[src/rtl/sha256_pkg.sv]
package sha256_pkg;

   typedef logic [31:0] word_type;
   typedef logic [7:0]  byte_type;

   localparam int unsigned BLOCK_BYTES = 64;
   localparam int unsigned HASH_WORDS  = 8;
   localparam int unsigned WIN_WORDS   = 16;
   localparam int unsigned ROUNDS      = 64;

   localparam byte_type PAD_MARK     = 8'h80;
   localparam logic [5:0] LEN_OFFSET = 6'd56;

   function automatic word_type rotr(input word_type x, input int unsigned n);
      rotr = (x >> n) | (x << (32 - n));
   endfunction

   function automatic word_type big_sigma0(input word_type x);
      big_sigma0 = rotr(x, 2) ^ rotr(x, 13) ^ rotr(x, 22);
   endfunction

   function automatic word_type big_sigma1(input word_type x);
      big_sigma1 = rotr(x, 6) ^ rotr(x, 11) ^ rotr(x, 25);
   endfunction

   function automatic word_type small_sigma0(input word_type x);
      small_sigma0 = rotr(x, 7) ^ rotr(x, 18) ^ (x >> 3);
   endfunction

   function automatic word_type small_sigma1(input word_type x);
      small_sigma1 = rotr(x, 17) ^ rotr(x, 19) ^ (x >> 10);
   endfunction

   function automatic word_type choose(input word_type x, input word_type y,
                                       input word_type z);
      choose = (x & y) ^ (~x & z);
   endfunction

   function automatic word_type majority(input word_type x, input word_type y,
                                         input word_type z);
      majority = (x & y) ^ (x & z) ^ (y & z);
   endfunction

   function automatic word_type init_hash(input logic [2:0] idx);
      case (idx)
         3'd0:    init_hash = 32'h6a09e667;
         3'd1:    init_hash = 32'hbb67ae85;
         3'd2:    init_hash = 32'h3c6ef372;
         3'd3:    init_hash = 32'ha54ff53a;
         3'd4:    init_hash = 32'h510e527f;
         3'd5:    init_hash = 32'h9b05688c;
         3'd6:    init_hash = 32'h1f83d9ab;
         default: init_hash = 32'h5be0cd19;
      endcase
   endfunction

   function automatic word_type round_const(input logic [5:0] idx);
      case (idx)
         6'd0:    round_const = 32'h428a2f98;
         6'd1:    round_const = 32'h71374491;
         6'd2:    round_const = 32'hb5c0fbcf;
         6'd3:    round_const = 32'he9b5dba5;
         6'd4:    round_const = 32'h3956c25b;
         6'd5:    round_const = 32'h59f111f1;
         6'd6:    round_const = 32'h923f82a4;
         6'd7:    round_const = 32'hab1c5ed5;
         6'd8:    round_const = 32'hd807aa98;
         6'd9:    round_const = 32'h12835b01;
         6'd10:   round_const = 32'h243185be;
         6'd11:   round_const = 32'h550c7dc3;
         6'd12:   round_const = 32'h72be5d74;
         6'd13:   round_const = 32'h80deb1fe;
         6'd14:   round_const = 32'h9bdc06a7;
         6'd15:   round_const = 32'hc19bf174;
         6'd16:   round_const = 32'he49b69c1;
         6'd17:   round_const = 32'hefbe4786;
         6'd18:   round_const = 32'h0fc19dc6;
         6'd19:   round_const = 32'h240ca1cc;
         6'd20:   round_const = 32'h2de92c6f;
         6'd21:   round_const = 32'h4a7484aa;
         6'd22:   round_const = 32'h5cb0a9dc;
         6'd23:   round_const = 32'h76f988da;
         6'd24:   round_const = 32'h983e5152;
         6'd25:   round_const = 32'ha831c66d;
         6'd26:   round_const = 32'hb00327c8;
         6'd27:   round_const = 32'hbf597fc7;
         6'd28:   round_const = 32'hc6e00bf3;
         6'd29:   round_const = 32'hd5a79147;
         6'd30:   round_const = 32'h06ca6351;
         6'd31:   round_const = 32'h14292967;
         6'd32:   round_const = 32'h27b70a85;
         6'd33:   round_const = 32'h2e1b2138;
         6'd34:   round_const = 32'h4d2c6dfc;
         6'd35:   round_const = 32'h53380d13;
         6'd36:   round_const = 32'h650a7354;
         6'd37:   round_const = 32'h766a0abb;
         6'd38:   round_const = 32'h81c2c92e;
         6'd39:   round_const = 32'h92722c85;
         6'd40:   round_const = 32'ha2bfe8a1;
         6'd41:   round_const = 32'ha81a664b;
         6'd42:   round_const = 32'hc24b8b70;
         6'd43:   round_const = 32'hc76c51a3;
         6'd44:   round_const = 32'hd192e819;
         6'd45:   round_const = 32'hd6990624;
         6'd46:   round_const = 32'hf40e3585;
         6'd47:   round_const = 32'h106aa070;
         6'd48:   round_const = 32'h19a4c116;
         6'd49:   round_const = 32'h1e376c08;
         6'd50:   round_const = 32'h2748774c;
         6'd51:   round_const = 32'h34b0bcb5;
         6'd52:   round_const = 32'h391c0cb3;
         6'd53:   round_const = 32'h4ed8aa4a;
         6'd54:   round_const = 32'h5b9cca4f;
         6'd55:   round_const = 32'h682e6ff3;
         6'd56:   round_const = 32'h748f82ee;
         6'd57:   round_const = 32'h78a5636f;
         6'd58:   round_const = 32'h84c87814;
         6'd59:   round_const = 32'h8cc70208;
         6'd60:   round_const = 32'h90befffa;
         6'd61:   round_const = 32'ha4506ceb;
         6'd62:   round_const = 32'hbef9a3f7;
         default: round_const = 32'hc67178f2;
      endcase
   endfunction

endpackage

[src/rtl/sha256_stream_hasher.sv]
// Channel   Dir  Handshake              Payload
// req       in   req_tvalid/req_tready  tdata: data_byte; tuser: byte_present;
//                                       tlast: message_end
// rsp       out  rsp_tvalid/rsp_tready  tdata: digest_word; tuser: word_index;
//                                       tlast: last_word
//
// One request per cycle while gathering bytes. The request that completes a
// 64-byte block holds req_tready low while the working variables are loaded
// from the hash memory, the 64 rounds run and the results are added back.
// At message end the padding is fed one byte per cycle, between compressions,
// through the same path (one or two extra blocks); each digest word then waits
// for rsp_tready. Reset clears control state and the hash valid bits only.
module sha256_stream_hasher (
   input  logic        clock,
   input  logic        reset,
   input  logic        req_tvalid,
   output logic        req_tready,
   input  logic [7:0]  req_tdata,   // [7:0] data_byte
   input  logic        req_tuser,   // [0] byte_present
   input  logic        req_tlast,
   output logic        rsp_tvalid,
   input  logic        rsp_tready,
   output logic [31:0] rsp_tdata,   // [31:0] digest_word
   output logic [2:0]  rsp_tuser,   // [2:0] word_index
   output logic        rsp_tlast
);

   localparam logic [2:0] ST_IDLE  = 3'd0;
   localparam logic [2:0] ST_PAD   = 3'd1;
   localparam logic [2:0] ST_LOAD  = 3'd2;
   localparam logic [2:0] ST_ROUND = 3'd3;
   localparam logic [2:0] ST_FINAL = 3'd4;
   localparam logic [2:0] ST_ORD   = 3'd5;
   localparam logic [2:0] ST_OLOAD = 3'd6;
   localparam logic [2:0] ST_OWAIT = 3'd7;

   localparam logic [1:0] RET_IDLE = 2'd0;
   localparam logic [1:0] RET_PAD  = 2'd1;
   localparam logic [1:0] RET_OUT  = 2'd2;

   localparam logic [3:0] STEP_LAST = 4'(sha256_pkg::HASH_WORDS);
   localparam logic [5:0] RND_LAST  = 6'(sha256_pkg::ROUNDS - 1);
   localparam logic [5:0] FILL_LAST = 6'(sha256_pkg::BLOCK_BYTES - 1);
   localparam logic [5:0] RND_SCHED = 6'(sha256_pkg::WIN_WORDS);

   logic [2:0]  state_ff, state_in;
   logic [1:0]  ret_ff, ret_in;
   logic [5:0]  fill_ff, fill_in;
   logic [60:0] count_ff, count_in;
   logic [23:0] part_ff, part_in;
   logic        mark_ff, mark_in;
   logic        lenph_ff, lenph_in;
   logic [3:0]  step_ff, step_in;
   logic [5:0]  rnd_ff, rnd_in;
   logic [2:0]  oidx_ff, oidx_in;
   sha256_pkg::word_type wv_ff [sha256_pkg::HASH_WORDS];
   sha256_pkg::word_type wv_in [sha256_pkg::HASH_WORDS];
   sha256_pkg::word_type win_ff [sha256_pkg::WIN_WORDS];
   sha256_pkg::word_type win_in [sha256_pkg::WIN_WORDS];

   logic        rsp_valid_ff, rsp_valid_in;
   logic [31:0] rsp_data_ff, rsp_data_in;
   logic [2:0]  rsp_idx_ff, rsp_idx_in;
   logic        rsp_last_ff, rsp_last_in;

   // block buffer: 16 big-endian words
   sha256_pkg::word_type bmem [sha256_pkg::WIN_WORDS];
   sha256_pkg::word_type bq_ff;
   logic [3:0]  brd_addr;

   // hash words; an entry not yet written reads as the initial value
   sha256_pkg::word_type hmem [sha256_pkg::HASH_WORDS];
   logic [7:0]  hval_ff, hval_in;
   sha256_pkg::word_type hq_ff;
   logic        hqv_ff;
   logic [2:0]  hqa_ff;
   logic [2:0]  hrd_addr;
   logic        hwr_en;
   logic [2:0]  hwr_addr;
   sha256_pkg::word_type hwr_data;
   sha256_pkg::word_type hword;

   logic        req_fire;
   logic        put_en;
   sha256_pkg::byte_type put_byte;
   logic        block_full;
   logic        len_sel;
   logic [63:0] len_bits;
   logic [63:0] len_shift;
   sha256_pkg::byte_type pad_byte;
   sha256_pkg::word_type sched_w;
   sha256_pkg::word_type round_w;
   sha256_pkg::word_type t1;
   sha256_pkg::word_type t2;

   assign req_tready = (state_ff == ST_IDLE);
   assign req_fire   = req_tvalid && req_tready;
   assign rsp_tvalid = rsp_valid_ff;
   assign rsp_tdata  = rsp_data_ff;
   assign rsp_tuser  = rsp_idx_ff;
   assign rsp_tlast  = rsp_last_ff;

   assign hword = hqv_ff ? hq_ff : sha256_pkg::init_hash(hqa_ff);

   // padding byte source
   assign len_bits  = {count_ff, 3'b000};
   assign len_shift = len_bits >> {~fill_ff[2:0], 3'b000};
   assign len_sel   = lenph_ff || (!mark_ff && (fill_ff == sha256_pkg::LEN_OFFSET));
   assign pad_byte  = mark_ff ? sha256_pkg::PAD_MARK :
                      (len_sel ? len_shift[7:0] : 8'h00);

   assign put_en     = (state_ff == ST_PAD) || (req_fire && req_tuser);
   assign put_byte   = (state_ff == ST_PAD) ? pad_byte : req_tdata;
   assign block_full = put_en && (fill_ff == FILL_LAST);

   // round datapath
   assign sched_w = sha256_pkg::small_sigma1(win_ff[14]) + win_ff[9]
                  + sha256_pkg::small_sigma0(win_ff[1]) + win_ff[0];
   assign round_w = (rnd_ff < RND_SCHED) ? bq_ff : sched_w;
   assign t1 = wv_ff[7] + sha256_pkg::big_sigma1(wv_ff[4])
             + sha256_pkg::choose(wv_ff[4], wv_ff[5], wv_ff[6])
             + sha256_pkg::round_const(rnd_ff) + round_w;
   assign t2 = sha256_pkg::big_sigma0(wv_ff[0])
             + sha256_pkg::majority(wv_ff[0], wv_ff[1], wv_ff[2]);

   assign brd_addr = (state_ff == ST_ROUND) ? (rnd_ff[3:0] + 4'd1) : 4'd0;

   always_comb begin
      state_in     = state_ff;
      ret_in       = ret_ff;
      fill_in      = fill_ff;
      count_in     = count_ff;
      part_in      = part_ff;
      mark_in      = mark_ff;
      lenph_in     = lenph_ff;
      step_in      = step_ff;
      rnd_in       = rnd_ff;
      oidx_in      = oidx_ff;
      wv_in        = wv_ff;
      win_in       = win_ff;
      hval_in      = hval_ff;
      rsp_valid_in = rsp_valid_ff;
      rsp_data_in  = rsp_data_ff;
      rsp_idx_in   = rsp_idx_ff;
      rsp_last_in  = rsp_last_ff;
      hrd_addr     = step_ff[2:0];
      hwr_en       = 1'b0;
      hwr_addr     = 3'(step_ff - 4'd1);
      hwr_data     = hword + wv_ff[0];

      if (put_en) begin
         fill_in = fill_ff + 6'd1;
         part_in = {part_ff[15:0], put_byte};
      end

      unique case (state_ff)
         ST_IDLE: begin
            if (req_fire) begin
               if (req_tuser) begin
                  count_in = count_ff + 61'd1;
               end
               if (req_tlast) begin
                  mark_in  = 1'b1;
                  lenph_in = 1'b0;
               end
               if (block_full) begin
                  state_in = ST_LOAD;
                  step_in  = 4'd0;
                  ret_in   = req_tlast ? RET_PAD : RET_IDLE;
               end else if (req_tlast) begin
                  state_in = ST_PAD;
               end
            end
         end
         ST_PAD: begin
            mark_in  = 1'b0;
            lenph_in = len_sel;
            if (block_full) begin
               state_in = ST_LOAD;
               step_in  = 4'd0;
               ret_in   = len_sel ? RET_OUT : RET_PAD;
            end
         end
         ST_LOAD: begin
            step_in = step_ff + 4'd1;
            if (step_ff != 4'd0) begin
               for (int j = 0; j < sha256_pkg::HASH_WORDS - 1; j++) begin
                  wv_in[j] = wv_ff[j + 1];
               end
               wv_in[sha256_pkg::HASH_WORDS - 1] = hword;
            end
            if (step_ff == STEP_LAST) begin
               state_in = ST_ROUND;
               rnd_in   = 6'd0;
            end
         end
         ST_ROUND: begin
            for (int j = 0; j < sha256_pkg::WIN_WORDS - 1; j++) begin
               win_in[j] = win_ff[j + 1];
            end
            win_in[sha256_pkg::WIN_WORDS - 1] = round_w;
            wv_in[0] = t1 + t2;
            wv_in[1] = wv_ff[0];
            wv_in[2] = wv_ff[1];
            wv_in[3] = wv_ff[2];
            wv_in[4] = wv_ff[3] + t1;
            wv_in[5] = wv_ff[4];
            wv_in[6] = wv_ff[5];
            wv_in[7] = wv_ff[6];
            rnd_in   = rnd_ff + 6'd1;
            if (rnd_ff == RND_LAST) begin
               state_in = ST_FINAL;
               step_in  = 4'd0;
            end
         end
         ST_FINAL: begin
            // read entry k while writing entry k-1: never the same entry
            step_in = step_ff + 4'd1;
            if (step_ff != 4'd0) begin
               hwr_en = 1'b1;
               hval_in[hwr_addr] = 1'b1;
               for (int j = 0; j < sha256_pkg::HASH_WORDS - 1; j++) begin
                  wv_in[j] = wv_ff[j + 1];
               end
            end
            if (step_ff == STEP_LAST) begin
               case (ret_ff)
                  RET_PAD: state_in = ST_PAD;
                  RET_OUT: begin
                     state_in = ST_ORD;
                     oidx_in  = 3'd0;
                  end
                  default: state_in = ST_IDLE;
               endcase
            end
         end
         ST_ORD: begin
            hrd_addr = oidx_ff;
            state_in = ST_OLOAD;
         end
         ST_OLOAD: begin
            hrd_addr     = oidx_ff;
            rsp_valid_in = 1'b1;
            rsp_data_in  = hword;
            rsp_idx_in   = oidx_ff;
            rsp_last_in  = (oidx_ff == 3'(sha256_pkg::HASH_WORDS - 1));
            state_in     = ST_OWAIT;
         end
         ST_OWAIT: begin
            hrd_addr = oidx_ff;
            if (rsp_tready) begin
               rsp_valid_in = 1'b0;
               if (rsp_last_ff) begin
                  hval_in  = '0;
                  count_in = '0;
                  fill_in  = '0;
                  state_in = ST_IDLE;
               end else begin
                  oidx_in  = oidx_ff + 3'd1;
                  state_in = ST_ORD;
               end
            end
         end
         default: state_in = ST_IDLE;
      endcase
   end

   always_ff @(posedge clock) begin
      if (reset) begin
         state_ff     <= ST_IDLE;
         ret_ff       <= RET_IDLE;
         fill_ff      <= '0;
         count_ff     <= '0;
         mark_ff      <= 1'b0;
         lenph_ff     <= 1'b0;
         step_ff      <= '0;
         rnd_ff       <= '0;
         oidx_ff      <= '0;
         hval_ff      <= '0;
         rsp_valid_ff <= 1'b0;
      end else begin
         state_ff     <= state_in;
         ret_ff       <= ret_in;
         fill_ff      <= fill_in;
         count_ff     <= count_in;
         mark_ff      <= mark_in;
         lenph_ff     <= lenph_in;
         step_ff      <= step_in;
         rnd_ff       <= rnd_in;
         oidx_ff      <= oidx_in;
         hval_ff      <= hval_in;
         rsp_valid_ff <= rsp_valid_in;
      end
   end

   always_ff @(posedge clock) begin
      part_ff     <= part_in;
      wv_ff       <= wv_in;
      win_ff      <= win_in;
      rsp_data_ff <= rsp_data_in;
      rsp_idx_ff  <= rsp_idx_in;
      rsp_last_ff <= rsp_last_in;
   end

   always_ff @(posedge clock) begin
      if (put_en && (fill_ff[1:0] == 2'd3)) begin
         bmem[fill_ff[5:2]] <= {part_ff, put_byte};
      end
      bq_ff <= bmem[brd_addr];
   end

   always_ff @(posedge clock) begin
      if (hwr_en) begin
         hmem[hwr_addr] <= hwr_data;
      end
      hq_ff  <= hmem[hrd_addr];
      hqv_ff <= hval_ff[hrd_addr];
      hqa_ff <= hrd_addr;
   end

   a_no_req_with_rsp: assert property (@(posedge clock) disable iff (reset)
      req_tready |-> !rsp_tvalid)
      else $error("request taken while a digest word is pending");

   a_rounds_empty_buffer: assert property (@(posedge clock) disable iff (reset)
      (state_ff == ST_ROUND) |-> (fill_ff == 6'd0))
      else $error("block buffer not empty during rounds");

   a_end_stalls: assert property (@(posedge clock) disable iff (reset)
      (req_tvalid && req_tready && req_tlast) |=> !req_tready)
      else $error("end of message did not start padding");

   a_last_word_idle: assert property (@(posedge clock) disable iff (reset)
      (rsp_tvalid && rsp_tready && rsp_tlast) |=> (req_tready && hval_ff == 8'd0))
      else $error("hasher did not restart after the last digest word");

endmodule

[config.mk]
export PLATFORM = sky130hd
export DESIGN_NAME = sha256_stream_hasher
export DESIGN_NICKNAME = d
export VERILOG_FILES = /design/src/rtl/sha256_pkg.sv /design/src/rtl/sha256_stream_hasher.sv
export SDC_FILE = /design/constraint.sdc
export NUM_CORES = 2
export LEC_CHECK = 0
export BUFFER_PORTS_ARGS = -buffer_cell sky130_fd_sc_hd__clkbuf_2
export CAP_MARGIN = 25
export CORE_UTILIZATION = 40
export CTS_CLUSTER_DIAMETER = 80
export CTS_CLUSTER_SIZE = 16
export DETAILED_ROUTE_END_ITERATION = 6
export MAX_ROUTING_LAYER = met4
export SETUP_SLACK_MARGIN = 0.2
export SYNTH_ARGS = -nofsm -noshare
export SYNTH_HDL_FRONTEND = slang
export SYNTH_SLANG_ARGS = --single-unit
[constraint.sdc]
create_clock -name clock -period 15.3 [get_ports clock]
set_clock_uncertainty 0.05 [all_clocks]
set_input_delay 3.825 -clock clock [delete_from_list [all_inputs] [get_ports clock]]
set_output_delay 3.825 -clock clock [all_outputs]
set_load 0.03 [all_outputs]
==> impl_metrics.ini <==
[clock_tree]
path_clk_slew_ps = 80
cts_tree = built
root_buffer = clkbuf_16
cts.sinks = 1792
clock_path_buffers = 3
cts_max_level = 4
clk_latency_ps = 830
ctsResizeCount = 0
cts_setup_buffers = 0
numCtsBuffers = 139
cts-hold-fix-buffers = 0

[global_route]
grt_pass1_vias = 50800
grt_first_pass_wirelength_um = 333000
grt-ovfl-total = 0
grt_antenna_before_repair = 11
track_usage = 0.216
grt_max_degree = 180

[power_and_ir_drop]
p_per_area_nw_per_um2 = 98.7
swShare = 0.213
p_comb_frac = 0.023
switchingPower_mw = 1.94
ir_drop_mv = 0.0930
pwr-share-clk = 0.389
p_leak_nw = 33.1
intPower_mw = 7.17
sequentialPowerShare = 0.587
finalPower_mw = 9.10

[setup_path]
crit_path_end_kind = register
reg2reg_setup_slack_ps = 3800
cpMostUsedCell = a21o_1
r2r-end = wv_ff[255]$_DFFE_PP_
critical_path_class = reg2reg
cpPeakStageDelay_ps = 820
worstPathMaxFanout = 6
crit_path_start = win_ff[44]$_DFFE_PP_
arrival_ps = 12100
cpMaxStageDelayCell = a2111oi_0
timing.rr.start = win_ff[44]$_DFFE_PP_
start_kind = register
r2r_cells = 43
cp-endpoint = wv_ff[255]$_DFFE_PP_
required_ps = 15900

[logic_synthesis]
synth_seq_area_share = 0.615
synth-seq-cells = 1792
synth_top_area_frac = 0.568
synth-main-ff-cell = edfxtp_1
syn_inst = 6879
synth_nets = 7261
syn-cell-area_um2 = 84400
synth.avg_cell_area_um2 = 12.3
synth_area_leaders = edfxtp_1 57%, nand2_1 5.2%, dfxtp_1 4.7%, fa_1 4.5%, ha_1 2.7%
synth_edf_count = 1596
yosys.area.top_type = edfxtp_1
synth.distinct_cells = 89
yosysWarningCount = 0
async_flop_share = 0

[routing]
via_per_inst = 5.42
drt-wirelength-per-cell_um = 23.0
final_antenna_net_count = 0
drc = 0
dr_total_vias = 52700
drt_pass1_iterations = 5
initialDrtViolationCount = 5294
routed_wl_um = 224000

[floorplanning]
initial_core_util = 0.403
pin_count = 52
num_rows = 168
core_um2 = 210000
dieArea_um2 = 213000
die_h_um = 461
fp.dieW_um = 461

[sta]
slew_headroom = 0.259
fin_crit_sh = 0.751
tightest_slew_ps = 1110
hold_viol = 0
rsz0062_at_grt = false
report.final.slew_viol_count = 0
fmax_mhz = 87.0
finalSetupTns_ps = 0
min_period_ps = 11500
finalWorstSetupSlack_ps = 3800
setup_viol_count_final = 0

[place]
place_ws_ps = 3990
hpwl_um = 147000
gp_congestion = 0.952
numPortBuffers = 51
placed_cells = 9486

[hold_path]
worstHoldPathType = reg2reg
min_from = win_ff[286]$_DFFE_PP_

[cells_and_area]
nFillCells = 19100
syn_to_final_growth_pct = 9.35
drive_above_1_share = 0.0804
seq_area_um2 = 51900
final_nets = 7207
multiInputGateArea_um2 = 29600
stdcell_count = 9722

[outcome]
status = finished, final reports clean

[run]
cap_violations = 0
-- power by group through the flow --
stage / sequential [mW] / clock [mW] / combinational [mW]
finish: 5.35 / 3.55 / 0.213
global route: 5.35 / 3.80 / 0.235
CTS: 5.35 / 3.64 / 0.212
detailed placement: 5.46 / 0 / 0.210
global placement: 5.45 / 0 / 0.208
floorplan: 5.44 / 0 / 0.150
-- synthesized netlist by cell type (all sizes together), types with 54 or more instances --
library cell  count
nand3           225
a21o            103
ha              180
a31oi            65
inv             492
a21oi           272
xor2            198
a211oi          139
nor2            261
xnor2           246
mux2             85
clkbuf          309
fa              188
o21ai           322
mux2i           155
edfxtp         1596
nand2          1182
buf              54
nor2b            87
dfxtp           196
-- flip-flops by register name, indices dropped and copies added (netlist names), 32 cells and up, named ones only --
signal,count
bmem,512
bq_ff,32
count_ff,61
hmem,256
hq_ff,32
rsp_tdata,32
win_ff,512
wv_ff,256
-- worst max-delay path, delay by kind of cell, from the launching register on --
family                   cells  cell delay [ps]
buffers and inverters        5              270
adder cells (fa/ha/maj)      9             3780
multiplexers                 1              170
flip-flops                   1              470
AND/OR/NAND/NOR              3              780
XOR/XNOR                     4              910
AO/OA/AOI/OAI               21             4900
-- worst min-delay path by stage --
| stage | end | slack (ps) | cells past startpoint |
|---|---|---|---|
| after floorplan | win_ff[100]$_DFFE_PP_ | 350 | 0 |
| after global placement | win_ff[135]$_DFFE_PP_ | 350 | 0 |
| after detailed placement | win_ff[100]$_DFFE_PP_ | 350 | 0 |
| after CTS | win_ff[399]$_DFFE_PP_ | 340 | 0 |
| after global routing | win_ff[312]$_DFFE_PP_ | 360 | 0 |
| final | win_ff[318]$_DFFE_PP_ | 350 | 0 |
-- placed cells by master, fill, tap and decap left out, drive strengths merged, types with 22 or more instances in the layout --
cell    instances
a211oi        139
inv           507
o21ai         322
or3            28
nand4          26
a21oi         272
o21a           31
edfxtp       1596
xor2          198
nor2          261
o31ai          23
fa            188
o21bai         26
mux4           46
o211ai         22
nand2b         31
buf           116
nor3           50
xnor2         246
dfxtp         196
mux2           85
clkbuf        244
nand2        1182
ha            180
mux2i         155
and3           22
a31oi          65
nand3         225
nor2b          87
a21o          103
a311oi         43
-- logic make-up (layout without fill, tap and decap cells) --
family | count (synthesis) | after routing | synth area share
compound gates | 1153 | 1153 | 0.0862
xor+xnor | 447 | 447 | 0.0469
fa+ha+maj | 372 | 372 | 0.0718
buf+inv | 855 | 889 | 0.0382
flops | 1792 | 1792 | 0.615
mux | 286 | 286 | 0.0420
other cells | 0 | 4 | 0
simple gates | 1974 | 1974 | 0.100
-- per-stage QoR --
step	util	instance area, µm²	hold WS, ps
after global placement	0.420	88000	350
after detailed placement	0.420	88000	355
after floorplan	-	84400	350
after CTS	0.440	92200	345
after global routing	0.440	92300	364
final	0.440	92300	353
-- metal layers --
layer  GRT usage  part of all wire  vias up
li1            -                 -    24200
met1       0.308              0.46    26500
met2       0.317              0.45     1713
met3      0.0383             0.069      291
met4      0.0579             0.024        0
met5           -                 0        -
-- layout make-up --
cell class                 count  area share
antenna                        4    0.000108
clock buffer                 192      0.0411
clock inverter                37     0.00446
inverter                     492      0.0201
multi-input combinational   4232       0.321
sequential                  1792       0.562
tap                         2805      0.0380
timing repair buffer         168      0.0132
(Power assumes the default switching activity.)
